===== config.mk =====
export PLATFORM = sky130hd
export DESIGN_NAME = skrl_front
export DESIGN_NICKNAME = d
export VERILOG_FILES = /design/src/rtl/skrl_pkg.sv /design/src/rtl/skrl_front.sv
export SDC_FILE = /design/constraint.sdc
export NUM_CORES = 1
export LEC_CHECK = 0
export BUFFER_PORTS_ARGS = -buffer_cell sky130_fd_sc_hd__buf_2
export CORE_MARGIN = 4
export CORE_UTILIZATION = 41
export DETAILED_ROUTE_END_ITERATION = 7
export PLACE_DENSITY_LB_ADDON = 0.25
export SKIP_LAST_GASP = 1
export SYNTH_ARGS = -nofsm -noshare
export SYNTH_HDL_FRONTEND = slang
export SYNTH_SLANG_ARGS = --single-unit

===== constraint.sdc =====
create_clock -name clk -period 2 [get_ports clk]
set_input_delay 0.3 -clock clk [delete_from_list [all_inputs] [get_ports clk]]
set_output_delay 0.3 -clock clk [all_outputs]
set_load 0.01 [all_outputs]

===== src/rtl/skrl_pkg.sv =====
// ---------------------------------------------------------------------------
// skrl_pkg
// Types and constants of the sorted key range lookup block.
// ---------------------------------------------------------------------------
package skrl_pkg;

  localparam int TABLE_DEPTH_DEF = 4096;
  localparam int MAX_MATCHES_DEF = 64;

  localparam int KEY_W    = 64;
  localparam int MOVE_W   = 16;
  localparam int WEIGHT_W = 16;
  localparam int LEARN_W  = 32;
  localparam int PAY_W    = MOVE_W + WEIGHT_W + LEARN_W;
  localparam int DATA_W   = KEY_W + PAY_W;
  localparam int STATUS_W = 2;

  typedef enum logic {
    CMD_APPEND = 1'b0,
    CMD_LOOKUP = 1'b1
  } cmd_kind_t;

  typedef enum logic [STATUS_W-1:0] {
    ST_OK       = 2'd0,
    ST_NO_MATCH = 2'd1,
    ST_FULL     = 2'd2,
    ST_TRUNC    = 2'd3
  } status_t;

  typedef enum logic [2:0] {
    BK_IDLE,
    BK_SRCH_RD,
    BK_SRCH_CMP,
    BK_SCAN_RD,
    BK_SCAN_CHK
  } back_state_t;

  // command handed from front to back; payload = {move, weight, learn}
  typedef struct packed {
    cmd_kind_t          kind;
    logic [KEY_W-1:0]   key;
    logic [PAY_W-1:0]   payload;
  } cmd_t;

  typedef struct packed {
    status_t            status;
    logic [KEY_W-1:0]   key;
    logic [PAY_W-1:0]   payload;
    logic               last;
  } res_t;

endpackage


===== src/rtl/skrl_front.sv =====
// ---------------------------------------------------------------------------
// skrl_front
// Input stage: takes a word, splits its fields and classifies the command.
// ---------------------------------------------------------------------------
module skrl_front (
  input  logic                       clk,
  input  logic                       rst_n,
  input  logic                       in_tvalid,
  output logic                       in_tready,
  input  logic [skrl_pkg::DATA_W-1:0] in_tdata,
  input  logic                       in_tuser,
  output logic                       cmd_valid,
  output skrl_pkg::cmd_t             cmd,
  input  logic                       cmd_ready
);

  logic           valid_r, valid_nxt;
  skrl_pkg::cmd_t cmd_r, cmd_nxt;

  assign in_tready = !valid_r || cmd_ready;

  always_comb begin
    valid_nxt = valid_r;
    cmd_nxt   = cmd_r;
    if (valid_r && cmd_ready) begin
      valid_nxt = 1'b0;
    end
    if (in_tvalid && in_tready) begin
      valid_nxt       = 1'b1;
      cmd_nxt.kind    = in_tuser ? skrl_pkg::CMD_LOOKUP : skrl_pkg::CMD_APPEND;
      cmd_nxt.key     = in_tdata[skrl_pkg::KEY_W-1:0];
      // tdata above the key holds move, weight, learn from low to high
      cmd_nxt.payload = {in_tdata[skrl_pkg::KEY_W+skrl_pkg::MOVE_W-1:skrl_pkg::KEY_W],
                         in_tdata[skrl_pkg::KEY_W+skrl_pkg::MOVE_W+skrl_pkg::WEIGHT_W-1:
                                  skrl_pkg::KEY_W+skrl_pkg::MOVE_W],
                         in_tdata[skrl_pkg::DATA_W-1:
                                  skrl_pkg::KEY_W+skrl_pkg::MOVE_W+skrl_pkg::WEIGHT_W]};
    end
  end

  always_ff @(posedge clk) begin
    if (!rst_n) begin
      valid_r <= 1'b0;
    end else begin
      valid_r <= valid_nxt;
    end
    cmd_r <= cmd_nxt;
  end

  assign cmd_valid = valid_r;
  assign cmd       = cmd_r;

endmodule


==> run_results.csv, run 1 <==
group,metric,value,unit
status,status,"stopped before the end",
status,haltStage,"4_1_cts",
status,first-error,"[ERROR RSZ-0060] Max buffer count reached.",
synth,syn_area_per_cell,29.34,µm²
synth,syn_nets,267,
synth,postSynthCellCount,134,
clock_network,htreeDepth,4,
clock_network,cts_sinks,130,
clock_network,cts_max_path_buffers,2,
synth,ys_ff_latch,130,
synth,netlist_area,3931,µm²
synth,yosys.area.top_type_share,0.9854,
synth,yosys.area.top_type,"edfxtp_1",
die,rows,35,
synth,synthMuxAreaShare,0,
place,gp_congestion,0.7472,
die,die_x,105.9,µm
clock_network,post_cts_buffers,0,
synth,yosys.area_share.adder,0,
die,top_level_ports,264,
synth,yosys.cell_types.count,6,
synth,yosysSeqAreaShare,0.9905,
synth,synth_top_family_by_area,"simple AND/OR/NAND/NOR gates",
clock_network,cts-root-buf,"clkbuf_8",
die,start_util,0.4235,
clock_network,cts_resized,0,
synth,synth_compound_area_frac,0.002864,
place,io_buffers,263,
synth,synthTopCellsByArea,"edfxtp_1 (99%), dfxtp_1 (0.51%), nand2b_4 (0.35%)",
synth,synth-simple-area-share,0.005729,
place,dp_slack,528.2,ps
clock_network,hold_buffers,113,
synth,synthXorXnorAreaFrac,0,
clock_network,numCtsBuffers,17,
synth,yosysWarnings,0,
die,die_y,105.9,µm
-- synth_stat cells (all sizes together) --
cell type	n
edfxtp	129
inv	1
nand2b	1
a21boi	1
and2	1
dfxtp	1
-- cells by family after synthesis --
group | after synthesis
DFF | 130
and+or+nand+nor | 2
AOI/OAI and AO/OA | 1
buffers and inverters | 1
-- metrics by stage --
stage                     area, µm²  cells
after floorplan                3931    134
after global placement         5436    528
after detailed placement       5436    528
==> inputs of run 2 (changes only) <==
Settings changed: CORE_UTILIZATION 41 to 35, PLACE_DENSITY_LB_ADDON 0.25 to 0.15.
==> run 2 against run 1 <==
The flow now finishes without violations. Synthesized cell count unchanged. Synthesized area unchanged.
==> run_results.csv, run 2 <==
group,metric,value,unit
status,status,"finished, final reports clean",
synth,ys_ff_latch,130,
clock_network,hold_buffers,0,
timing,setup_violations,0,
synth,synth-edff-count,129,
synth,synth_ff_type,"edfxtp_1",
die,rows,38,
timing,layout_setup_ws,725.5,ps
route,wirelength,9.392,mm
synth,yosys.area.top_type_share,0.9854,
die,die_y,114.0,µm
clock_network,cts_max_path_buffers,2,
finish,final_common_cell,"buf_2",
worst_setup_path,critPathKind,"flip-flop to primary output",
place,dp_slack,635.7,ps
clock_network,post_cts_buffers,0,
timing,fmaxAchievable,784.6,MHz
route,ant_nets,0,
timing,fin_crit_sh,0.6373,
route,drcViolationCount,0,
clock_network,cts_resized,0,
global_routing,grt_pass1_wl,13.22,mm
die,die_area,12990,µm²
global_routing,grt_overflow,0,
clock_network,clk_latency,400,ps
synth,yosys.cell_types.count,6,
finish,area.growth.synth_to_final,54.04,%
die,start_util,0.3595,
worst_setup_path,crit_path_start_kind,"flip-flop",
timing,rsz0062_at_grt,"no",
synth,synth-async-reset-ratio,0,
synth,postSynthCellCount,134,
flow_run,drv_cap,0,
min_path,hp-class,"input port to flip-flop",
synth,synth.most_common_cell,"edfxtp_1",
finish,largest_reg_flops,129,
synth,yosysSeqAreaShare,0.9905,
worst_setup_path,arrival,970,ps
die,top_level_ports,264,
place,io_buffers,263,
timing,finClkSkew,5.860,ps
synth,netlist_area,3931,µm²
timing,period_minus_slack,1275,ps
route,drt-pass1-iter-count,4,
global_routing,grt_max_degree,68,
clock_network,cts-root-buf,"clkbuf_16",
place,gp_congestion,0.6792,
die,die_x,114.0,µm
pwr,powerDensity,1106,nW/µm²
timing,setup_tns,0,ps
worst_setup_path,cp_max_fo,3,
timing,worstMarginPinSlew,346.8,ps
finish,fin_util,0.5538,
finish,nets,551,
clock_network,clk_pin_slew_worst_paths,60,ps
finish,layout_common_cells,"buf_2 (263), edfxtp_1 (129), clkbuf_16 (17)",
timing,hold_violations,0,
route,vias_per_cell,4.214,
route,drtIter0Drc,72,
worst_setup_path,cp-end-kind,"primary output",
route,dr_total_vias,2406,
synth,yosys.area.top_type,"edfxtp_1",
synth,syn_area_per_cell,29.34,µm²
clock_network,cts_tree,"done",
clock_network,htreeDepth,4,
clock_network,numCtsBuffers,17,
global_routing,track_usage,0.1416,
clock_network,cts_sinks,130,
finish,antennaDiodeCount,0,
route,avgRoutedWirePerCell,16.45,µm
pwr,ir_drop,0.4457,mV
synth,syn_nets,267,
timing,slew_violations,0,
pwr,p_leak,2.607,nW
global_routing,grt_pass1_vias,2491,
global_routing,antenna_found_initial,0,
synth,synthTopCellsByArea,"edfxtp_1 (99%), dfxtp_1 (0.51%), nand2b_4 (0.35%)",
timing,max-slew-margin-rel,0.7688,
die,core_area,10940,µm²
worst_setup_path,cp.required,1700,ps
finish,drive_above_1_share,0.6891,
synth,yosysWarnings,0,
==> run 2: cell counts after synthesis <==
No cell type changed its count.
==> run 2: cells by family after synthesis <==
logic type / share of synthesized area
flip-flops: 0.9905
AND/OR/NAND/NOR: 0.005728
AO/OA/AOI/OAI: 0.002864
buffers and inverters: 0.0009539
==> run 2: power by group <==
group | switching, mW | internal (mW)
sequential | 0.0336 | 3.19
clock | 1.08 | 1.95
combinational | 0.243 | 0.201
total | 1.36 | 5.34
==> run 2: worst paths after layout <==
kind | to | slack [ps] | cells after the start | from
hold / removal | cmd[62]$_DFFE_PP_ | 70 | 1 | in_tdata[78]
hold reg to reg | cmd_valid$_SDFFE_PN0P_ | 500 | 2 | cmd_valid$_SDFFE_PN0P_
setup reg to reg | cmd[30]$_DFFE_PP_ | 740 | 3 | cmd_valid$_SDFFE_PN0P_
setup / recovery | in_tready | 730 | 2 | cmd_valid$_SDFFE_PN0P_
==> run 2: worst max-delay path, cell delays in order (launching register included) <==
cell	delay (ps)
dfxtp_1	360
nand2b_4	70
buf_2	140
==> run 2: final cells by class <==
class,count,area [µm²]
well taps,140,175.2
clock inverters,14,163.9
inverters,1,3.754
flip-flops and latches,130,3894
multi-input cells,3,33.78
clock buffers,18,429.2
repair buffers,265,1356
fillers,916,4880
==> run 2: per-layer routing <==
metal / GRT usage / vias to the layer above / wire, µm
li1: - / 1119 / -
met4: 0.06730 / 0 / 178
met2: 0.2432 / 146 / 4984
met5: 0 / - / 0
met3: 0.07109 / 18 / 1072
met1: 0.1426 / 1123 / 3157
==> run 2: per-stage QoR <==
step / hold WS (ps) / area [µm²] / std cells / power, mW
floorplan: 398.9 / 3931 / 134 / 3.429
global placement: 477.0 / 5463 / 539 / 3.723
detailed placement: 478.1 / 5463 / 539 / 3.736
CTS: 49.33 / 6056 / 571 / 6.798
global route: 39.12 / 6056 / 571 / 6.982
finish: 69.18 / 6056 / 571 / 6.697
Power figures use the tool's default switching activity.
==> inputs of run 3 (changes only) <==
Clock period 2 ns to 1.25 ns, I/O delays scaled along.
==> run 3 against run 2 <==
The flow now stops in 4_1_cts. Synthesized area unchanged. Synthesized cell count unchanged.
==> run_results.csv, run 3 <==
group,metric,value,unit
place,gp_congestion,0.6900,
synth,yosysSeqAreaShare,0.9905,
synth,yosys.area.top_type,"edfxtp_1",
status,haltStage,"4_1_cts",
synth,yosysWarnings,0,
synth,synth.most_common_cell,"edfxtp_1",
die,die_y,114.0,µm
die,start_util,0.3595,
clock_network,cts_sinks,130,
clock_network,cts_max_path_buffers,2,
synth,postSynthCellCount,134,
synth,synthTopCellsByArea,"edfxtp_1 (99%), dfxtp_1 (0.51%), nand2b_4 (0.35%)",
synth,netlist_area,3931,µm²
die,die_x,114.0,µm
synth,synth-async-reset-ratio,0,
place,place_inst,545,
clock_network,htreeDepth,4,
synth,yosys.cell_types.count,6,
synth,synth-edff-count,129,
status,first-error,"[ERROR RSZ-0060] Max buffer count reached.",
die,rows,38,
die,top_level_ports,264,
clock_network,numCtsBuffers,17,
clock_network,hold_buffers,115,
synth,syn_nets,267,
clock_network,cts-root-buf,"clkbuf_16",
status,status,"stopped before the end",
synth,yosys.area.top_type_share,0.9854,
place,hpwl,7.311,mm
synth,syn_area_per_cell,29.34,µm²
clock_network,cts_resized,0,
synth,synth_ff_type,"edfxtp_1",
clock_network,post_cts_buffers,0,
place,io_buffers,263,
synth,ys_ff_latch,130,
place,dp_slack,22.29,ps
run 3: cells by family after synthesis:
group / count (synthesis) / share of synthesized area
flip-flops: 130 / 0.9905
AND/OR/NAND/NOR: 2 / 0.005728
AO/OA/AOI/OAI: 1 / 0.002864
buffers and inverters: 1 / 0.0009539
run 3: per-stage QoR:
stage	hold slack [ps]	area, µm²	util	TNS [ps]
floorplan	286.4	3933	-	-70580
detailed placement	365.7	5522	0.5049	0
global placement	363.9	5522	0.5049	0
