<file path="config.mk">
export PLATFORM = sky130hd
export DESIGN_NAME = skrl_queue
export DESIGN_NICKNAME = d
export VERILOG_FILES = /design/src/rtl/skrl_pkg.sv /design/src/rtl/skrl_queue.sv
export SDC_FILE = /design/constraint.sdc
export NUM_CORES = 1
export LEC_CHECK = 0
export BUFFER_PORTS_ARGS = -buffer_cell sky130_fd_sc_hd__clkbuf_2
export CAP_MARGIN = 20
export CORE_AREA = 2 2 146 290
export DETAILED_ROUTE_END_ITERATION = 12
export DIE_AREA = 0 0 148 292
export PLACE_DENSITY = 0.46
export REMOVE_ABC_BUFFERS = 1
export SLEW_MARGIN = 40
export SYNTH_ARGS = -nofsm -noshare
export SYNTH_HDL_FRONTEND = slang
export SYNTH_SLANG_ARGS = --single-unit
</file>
<file path="constraint.sdc">
create_clock -name clk -period 4.8 [get_ports clk]
set_input_delay 0.48 -clock clk [delete_from_list [all_inputs] [get_ports clk]]
set_output_delay 0.48 -clock clk [all_outputs]
set_load 0.05 [all_outputs]
</file>
<file path="src/rtl/skrl_pkg.sv">
// ---------------------------------------------------------------------------
// skrl_pkg
// Types and constants of the sorted key range lookup block.
// ---------------------------------------------------------------------------
package skrl_pkg;

  localparam int TABLE_DEPTH_DEF = 4096;
  localparam int MAX_MATCHES_DEF = 64;

  localparam int KEY_W    = 64;
  localparam int MOVE_W   = 16;
  localparam int WEIGHT_W = 16;
  localparam int LEARN_W  = 32;
  localparam int PAY_W    = MOVE_W + WEIGHT_W + LEARN_W;
  localparam int DATA_W   = KEY_W + PAY_W;
  localparam int STATUS_W = 2;

  typedef enum logic {
    CMD_APPEND = 1'b0,
    CMD_LOOKUP = 1'b1
  } cmd_kind_t;

  typedef enum logic [STATUS_W-1:0] {
    ST_OK       = 2'd0,
    ST_NO_MATCH = 2'd1,
    ST_FULL     = 2'd2,
    ST_TRUNC    = 2'd3
  } status_t;

  typedef enum logic [2:0] {
    BK_IDLE,
    BK_SRCH_RD,
    BK_SRCH_CMP,
    BK_SCAN_RD,
    BK_SCAN_CHK
  } back_state_t;

  // command handed from front to back; payload = {move, weight, learn}
  typedef struct packed {
    cmd_kind_t          kind;
    logic [KEY_W-1:0]   key;
    logic [PAY_W-1:0]   payload;
  } cmd_t;

  typedef struct packed {
    status_t            status;
    logic [KEY_W-1:0]   key;
    logic [PAY_W-1:0]   payload;
    logic               last;
  } res_t;

endpackage

</file>
<file path="src/rtl/skrl_queue.sv">
// ---------------------------------------------------------------------------
// skrl_queue
// Two-entry command queue between front and back.
// ---------------------------------------------------------------------------
module skrl_queue (
  input  logic           clk,
  input  logic           rst_n,
  input  logic           push_valid,
  output logic           push_ready,
  input  skrl_pkg::cmd_t push_cmd,
  output logic           pop_valid,
  input  logic           pop,
  output skrl_pkg::cmd_t pop_cmd
);

  skrl_pkg::cmd_t entry_r [2];
  logic           wr_ptr_r, wr_ptr_nxt;
  logic           rd_ptr_r, rd_ptr_nxt;
  logic [1:0]     fill_r, fill_nxt;
  logic           do_push, do_pop;

  assign push_ready = (fill_r != 2'd2);
  assign pop_valid  = (fill_r != 2'd0);
  assign pop_cmd    = entry_r[rd_ptr_r];
  assign do_push    = push_valid && push_ready;
  assign do_pop     = pop && pop_valid;

  always_comb begin
    wr_ptr_nxt = do_push ? !wr_ptr_r : wr_ptr_r;
    rd_ptr_nxt = do_pop ? !rd_ptr_r : rd_ptr_r;
    fill_nxt   = fill_r + 2'(do_push) - 2'(do_pop);
  end

  always_ff @(posedge clk) begin
    if (!rst_n) begin
      wr_ptr_r <= 1'b0;
      rd_ptr_r <= 1'b0;
      fill_r   <= 2'd0;
    end else begin
      wr_ptr_r <= wr_ptr_nxt;
      rd_ptr_r <= rd_ptr_nxt;
      fill_r   <= fill_nxt;
    end
    if (do_push) begin
      entry_r[wr_ptr_r] <= push_cmd;
    end
  end

endmodule

</file>
* Yosys cells after proc, flatten, opt, wreduce, memory -nomap -nowiden
Memory sizes are Yosys's and may differ from the RTL's. A register that Yosys moved wholly into a read port is not among the register bits.
Index checks and enable logic that the tools add are counted.
** Storage, ports and cells
- Logic and storage cells :: 16
- Memory bits (read-only) :: 0
- RAM bits :: 258
- Bits of input ports :: 133
- Register bits after elaboration :: 4
- Latch bits :: 0
- Memories :: 1
- Output and inout bits :: 131
** Memory list
- entry_r :: depth 2, bits a word 129, rd ports 1, clocked after Yosys merged registers in 1, write ports 1, line skrl_queue.sv:16 : skrl_pkg::cmd_t entry_r [2];
** Operators by class
- Reduce and logical (&&, ||, !) cells :: 5
- Add/subtract/negate cells :: 2
- Shifts and indexed selects :: 0
- Muxes and demuxes :: 4
- $lt $le $gt $ge :: 0
- Equal/unequal tests :: 1
- Multiply operators :: 0
- Divide/modulo/power cells :: 0
- Bitwise operators :: 0
** Operators with widths (count)
- two-way mux 1 bit :: 4
- adder 2 x 1 -> 2 bit :: 1
- logical AND 1 bit :: 2
- zero test 1 bit :: 2
- inequality test 2 bit (second input constant) :: 1
- nonzero test 2 bit :: 1
- subtractor 2 x 1 -> 2 bit :: 1

* Logic depth before layout (Yosys ltp)
Gate-level depths: netlist of the first run.
- Depth in word-level cells :: 4
- Depth in mapped cells :: 6
- Gate-level depth less buffers :: 6

* Worst setup path before layout of the first run
Ideal clock, no wire load.
- Path kind :: reg-to-reg
- Start :: reg fill_r[0]
- End :: mem entry_r[1][0] (netlist name), enable pin
- Period minus slack after synthesis :: 4.509 ns
- Arrival time :: 4.005 ns
- Setup time :: 0.504 ns
- Data required time :: 4.296 ns
- Path slack :: 0.291 ns
- Cell stages (with the launch flop) :: 3
- Buffers on the path :: 0
- Path through :: dfxtp_1 > nand2b_1 > and3_1
** On the way
- Word-level cells in the longest chain between the ends :: 4
** Ends and longest elaborated chain
- start, declared :: line skrl_queue.sv:19 : logic [1:0] fill_r, fill_nxt;
- start signal, assigned :: line skrl_queue.sv:42 : fill_r <= fill_nxt;
- inequality test 2 bit :: line skrl_queue.sv:22 : assign push_ready = (fill_r != 2'd2);
- via push_ready :: line skrl_queue.sv:9 : output logic push_ready,
- logical AND 1 bit :: line skrl_queue.sv:25 : assign do_push = push_valid && push_ready;
- two-way mux 1 bit :: line skrl_queue.sv:44 : if (do_push) begin
- two-way mux 1 bit (implied by the code) :: line skrl_queue.sv:45 : entry_r[wr_ptr_r] <= push_cmd;
- end, declared :: line skrl_queue.sv:16
The timed path passes the listed nets, and every way through them passes these cells.

==> results.py, run 1 <==
metrics = {
    "global_route": {
        "grt_pass1_vias": 5307,
        "grt_pass1_wl_microns": 32100,
        "grt_antenna_before_repair": 4,
        "grt_remaining_overflow": 0,
        "grt_use_total_pct": 9.99,
        "grt_start_max_net_pins": 86,
    },
    "synthesis": {
        "avgSynthCellArea_sq_um": 23.5,
        "post_synth_xor_area_fraction_pct": 0.0864,
        "synth_compound_area_share_pct": 0.432,
        "synth_simple_gate_area_share_pct": 0.938,
        "synth_edf_count": 258,
        "synth.top_cell.area_share_pct": 76.4,
        "yosysWarnings": 0,
        "synth_top_family_by_area": "multiplexers",
        "synth-adder-area-share_pct": 0.123,
        "synth_commonest_cells": "sky130_fd_sc_hd__edfxtp_1, sky130_fd_sc_hd__mux2_4, sky130_fd_sc_hd__mux2_2, sky130_fd_sc_hd__buf_12, sky130_fd_sc_hd__dfxtp_1",
        "synth.area.top_cells": "sky130_fd_sc_hd__edfxtp_1, sky130_fd_sc_hd__mux2_4, sky130_fd_sc_hd__buf_12",
        "number_of_cells_produced_by_synthesis": 431,
        "synth-seq-cells": 263,
        "synth_area_sq_um": 10100,
        "portion_of_the_post_synthesis_area_used_by_sequential_elements_pct": 77.4,
        "synth.area.mux_share_pct": 18.4,
        "synth_ff_type": "sky130_fd_sc_hd__edfxtp_1",
        "post-synth-top-count-cell": "sky130_fd_sc_hd__edfxtp_1",
        "yosys.area.top_type": "sky130_fd_sc_hd__edfxtp_1",
        "ys_types": 27,
        "ys_async_sr_fraction_pct": 0,
    },
    "clocking": {
        "total_clock_sinks": 263,
        "cts_made_buffers": 24,
        "clock_latency_ns": 0.54,
        "clock_pin_slew_reported_for_the_worst_setup_and_hold_paths_after_clock_tree_synthesis_ns": 0.06,
        "clock_tree_root_driver_cell": "sky130_fd_sc_hd__clkbuf_16",
        "cts_max_level": 1,
        "clock_tree.buffer_depth": 3,
        "cts_tree": "done",
        "number_of_buffers_inserted_by_post_cts_setup_repair": 0,
        "cts_resized": 0,
        "cts_hold_repair.buffers": 0,
    },
    "sta": {
        "totalNegativeSetupSlack_ns": 0,
        "fmax_mhz": 346,
        "report.final.slew_viol_count": 0,
        "whs_ns": 0.132,
        "finalHoldViolCount": 0,
        "slack_of_the_critical_path_ns": 1.91,
        "clock_skew_ns": 0.00851,
        "setup_repair_after_global_routing_missed_its_margin": "no",
        "worst_slew_pin_slew_ns": 0.803,
        "final_min_period_over_clock_period_pct": 60.3,
        "post-route-min-period_ns": 2.89,
        "slew-limit-headroom_pct": 46.5,
        "timing.final.setup_violations": 0,
    },
    "floorplan": {
        "io_pins": 264,
        "die-width_microns": 148,
        "initial_core_util_pct": 24.7,
        "die_h_microns": 292,
        "row_count": 105,
        "floorplan.core_area_sq_um": 41000,
        "design.die.area_sq_um": 43200,
    },
    "route": {
        "initialDrtViolationCount": 195,
        "viasPerCell": 3.86,
        "post-route-drc-count": 0,
        "routed_wire_length_per_instance_microns": 17.6,
        "post_detailed_route_count_of_antenna_violating_nets": 0,
        "first_pass_iters": 4,
        "routed_wirelength_microns": 22300,
        "vias": 4896,
    },
    "final_layout": {
        "cell_area_after_layout_sq_um": 12800,
        "layout.core_utilization_pct": 31.2,
        "synth_to_final_area_change_pct": 26.2,
        "final_cell_count_no_fill": 1268,
        "nNetsFinal": 847,
        "drive_above_1_share_pct": 60.5,
    },
    "worst_hold_path": {
        "hold_depth": 1,
        "worstHoldStart": "push_cmd[122]",
        "min-delay-path-class": "in -> reg",
        "whs_endpoint": "entry_r[0][122]",
    },
    "setup_path": {
        "crit_path_buf_inv_count": 2,
        "crit_type": "reg -> out",
        "worst_path_largest_cell_delay_ns": 0.76,
        "critPathArrivalTime_ns": 2.41,
        "worst_setup_path_start_kind": "register",
        "worst_r2r_path_depth": 3,
        "regToRegStartpoint": "fill_r[0]",
        "critPathTopFamily": "flip-flops",
        "slowest_stage": "sky130_fd_sc_hd__dfxtp_4",
        "critical_path_required_ns": 4.32,
        "crit_chain": "buf_4, mux2_2, clkbuf_2",
        "crit_fanout": 32,
        "regToRegSetupSlack_ns": 2.46,
        "end_kind": "output port",
        "r2r-end": "entry_r[1][28]",
    },
    "placement": {
        "dp_cells": 1222,
        "dpl.hpwl_microns": 15200,
        "numPortBuffers": 263,
        "gp_congestion": 0.716,
        "dp_slack_ns": 2.39,
        "placedInstanceArea_sq_um": 12000,
    },
    "pwr": {
        "p_per_area_nw_per_um2": 552,
        "pwr_total_mw": 7.05,
        "peakVddDrop_mv": 0.353,
        "p_leak_nw": 4.93,
    },
    "job": {
        "maxCapViolCount": 0,
    },
    "status": {
        "outcome": "finished, final reports clean",
    },
}
==> power by group <==
part	total, mW	switching, mW	internal (mW)
registers	2.88	0.0964	2.79
logic	2.16	1.49	0.677
clock network	2.00	0.840	1.16
total	7.05	2.42	4.63
==> flip-flops by register name, summed over array words and instances (netlist names), named ones only <==
register	cells
entry_r	258
fill_r	2
rd_ptr_r	1
wr_ptr_r	1
==> worst max path at each step <==
stage,to,slack (ns),cells after the start
after floorplan,pop_cmd[0],-1.16,1
after global placement,entry_r[0][30],2.37,4
after detailed placement,pop_cmd[4],2.39,3
after CTS,pop_cmd[4],1.79,3
after global routing,pop_cmd[17],1.73,3
final,pop_cmd[4],1.91,3
==> final cells by class <==
type                    instances  area, sq um
fillers                      4080        28200
flip-flops and latches        263         7850
multi-input cells             152         2030
repair buffers                270         1390
well taps                     535          669
clock buffers                  26          629
clock inverters                17          190
inverters                       2         15.0
diodes                          3         7.51
==> layer usage <==
metal / vias up / part of all wire (%) / GRT usage [%] / routed length [microns]
met5: - / 0.072 / 0 / 16
met4: 2 / 3.5 / 4.83 / 774
met2: 168 / 58 / 19.8 / 13000
li1: 2286 / - / - / -
met1: 2402 / 31 / 9.05 / 7000
met3: 38 / 6.6 / 2.61 / 1460
==> cells in the final DEF (no fill, tap or decap), types with 2 or more instances in the layout <==
cell / count
sky130_fd_sc_hd__clkbuf_16: 25
sky130_fd_sc_hd__mux2_4: 110
sky130_fd_sc_hd__mux2_2: 19
sky130_fd_sc_hd__edfxtp_1: 258
sky130_fd_sc_hd__buf_12: 2
sky130_fd_sc_hd__nor2_1: 4
sky130_fd_sc_hd__inv_6: 2
sky130_fd_sc_hd__clkinv_1: 5
sky130_fd_sc_hd__o21ai_0: 2
sky130_fd_sc_hd__diode_2: 3
sky130_fd_sc_hd__bufinv_16: 4
sky130_fd_sc_hd__dfxtp_1: 4
sky130_fd_sc_hd__clkbuf_2: 263
sky130_fd_sc_hd__buf_4: 5
sky130_fd_sc_hd__clkinv_2: 5
==> logic make-up after synthesis <==
group | Yosys count
muxes | 129
buffers and inverters | 16
AOI/OAI and AO/OA | 6
DFF | 263
and+or+nand+nor | 15
adders and majority gates | 1
xor gates and xnor gates | 1
No activity file was read; power rests on OpenSTA's default activity.
==> inputs of run 2 (changes only) <==
==> constraint.sdc (replaced) <==
create_clock -name clk -period 2.87 [get_ports clk]
set_input_delay 0.287 -clock clk [delete_from_list [all_inputs] [get_ports clk]]
set_output_delay 0.287 -clock clk [all_outputs]
set_load 0.05 [all_outputs]
==> results.py, run 2 (synthesis results as in run 1) <==
metrics = {
    "status": {
        "outcome": "finished, final reports clean",
    },
    "floorplan": {
        "floorplan.core_area_sq_um": 41000,
        "io_pins": 264,
        "die-width_microns": 148,
        "initial_core_util_pct": 24.7,
        "die_h_microns": 292,
        "row_count": 105,
        "design.die.area_sq_um": 43200,
    },
    "route": {
        "routed_wire_length_per_instance_microns": 16.2,
        "vias": 5465,
        "first_pass_iters": 4,
        "post_detailed_route_count_of_antenna_violating_nets": 0,
        "routed_wirelength_microns": 22800,
        "post-route-drc-count": 0,
        "initialDrtViolationCount": 173,
        "viasPerCell": 3.90,
    },
    "setup_path": {
        "crit_chain": "buf_4, mux2_2, clkbuf_2",
        "end_kind": "output port",
        "critPathTopFamily": "buffers and inverters",
        "slowest_stage": "sky130_fd_sc_hd__dfxtp_4",
        "critPathArrivalTime_ns": 2.07,
        "critical_path_required_ns": 2.58,
        "worst_path_largest_cell_delay_ns": 0.53,
        "crit_type": "reg -> out",
        "crit_path_buf_inv_count": 2,
        "crit_fanout": 18,
        "worst_setup_path_start_kind": "register",
        "regToRegSetupSlack_ns": 1.00,
    },
    "final_layout": {
        "layout.core_utilization_pct": 34.5,
        "synth_to_final_area_change_pct": 39.5,
        "nNetsFinal": 982,
        "final_cell_count_no_fill": 1402,
        "layout.filler_cells": 4003,
        "largest_registers": "entry_r: 258 flops, fill_r: 2 flops",
        "max_flop_register": "entry_r",
        "drive_above_1_share_pct": 51.0,
        "layout_commonest_cell": "sky130_fd_sc_hd__clkbuf_2",
        "layout.cells.most_common_list": "sky130_fd_sc_hd__clkbuf_2, sky130_fd_sc_hd__edfxtp_1, sky130_fd_sc_hd__dlygate4sd3_1",
        "largest_register_ffs": 258,
    },
    "sta": {
        "finalHoldViolCount": 0,
        "fmax_mhz": 425,
        "slew-limit-headroom_pct": 70.5,
        "report.final.slew_viol_count": 0,
        "whs_ns": 0.142,
        "worst_slew_pin_slew_ns": 0.443,
        "setup_repair_after_global_routing_missed_its_margin": "no",
        "post-route-min-period_ns": 2.35,
        "final_min_period_over_clock_period_pct": 82.0,
        "timing.final.setup_violations": 0,
        "clock_skew_ns": 0.0101,
    },
    "global_route": {
        "grt_use_total_pct": 10.2,
        "grt_start_max_net_pins": 71,
        "grt_pass1_wl_microns": 33500,
        "grt_pass1_vias": 5978,
        "grt_antenna_before_repair": 3,
        "grt_remaining_overflow": 0,
    },
    "clocking": {
        "total_clock_sinks": 263,
        "clock_tree_root_driver_cell": "sky130_fd_sc_hd__clkbuf_16",
        "cts_tree": "done",
        "clock_tree.buffer_depth": 3,
        "cts_made_buffers": 26,
        "number_of_buffers_inserted_by_post_cts_setup_repair": 0,
        "cts_resized": 0,
        "clock_latency_ns": 0.54,
        "clock_pin_slew_reported_for_the_worst_setup_and_hold_paths_after_clock_tree_synthesis_ns": 0.06,
        "cts_hold_repair.buffers": 130,
        "cts_max_level": 1,
    },
    "pwr": {
        "peakVddDrop_mv": 0.534,
        "p_leak_nw": 5.48,
        "p_per_area_nw_per_um2": 838,
        "pwr_total_mw": 11.8,
    },
    "placement": {
        "numPortBuffers": 263,
        "dpl.hpwl_microns": 15700,
        "gp_congestion": 0.713,
        "dp_cells": 1225,
    },
    "worst_hold_path": {
        "min-delay-path-class": "in -> reg",
    },
    "job": {
        "maxCapViolCount": 0,
    },
}
run 2: cell types whose count changed in the layout (fill, tap and decap cells not counted), sizes merged:
cell	before	now
dlygate4sd3	0	130
clkinv	11	8
buf	7	10
clkbuf	289	295
clkinvlp	0	1
bufinv	4	1
run 2: layer usage:
metal | wire (microns) | GRT usage (%) | up-vias
li1 | - | - | 2548
met1 | 7410 | 9.29 | 2699
met2 | 13300 | 20.7 | 180
met3 | 1300 | 2.23 | 38
met4 | 772 | 4.69 | 0
met5 | 0 | 0 | -
run 2: path summary, 6_finish.rpt:
check,endpoint,depth (start not counted),startpoint
worst min register to register,register,2,rd_ptr_r
worst max register to register,entry_r[0][88],4,fill_r[0]
worst max-delay path,pop_cmd[128],3,register
worst min-delay path,wr_ptr_r,3,push_valid
run 2: stage by stage:
step / setup TNS, ns / worst slack [ns] / area (sq um)
detailed placement: 0 / 0.953 / 12000
global placement: 0 / 0.987 / 12000
floorplan: -718.91 / -2.90 / 9880
global route: 0 / 0.399 / 14100
CTS: 0 / 0.426 / 14100
finish: 0 / 0.516 / 14100
run 2: cell type report:
cell class	instances	area, sq um	area share (%)
flip-flops and latches	263	7850	55.5
repair buffers	403	2780	19.7
multi-input cells	152	2030	14.4
clock buffers	32	694	4.91
well taps	535	669	4.74
clock inverters	12	90.1	0.637
inverters	2	12.5	0.0885
diodes	3	7.51	0.0531
run 2: where the power goes:
group | internal (mW) | switching (mW) | leakage [nW]
sequential | 4.66 | 0.123 | 2.46
combinational | 1.29 | 2.58 | 2.64
clock | 1.80 | 1.38 | 0.381
total | 7.75 | 4.09 | 5.48
run 2: worst register-to-register path, delay by kind of cell (launching register included):
family,cells,cell delay (ns)
AND/OR/NAND/NOR,2,0.38
buffers and inverters,2,0.75
flip-flops,1,0.42
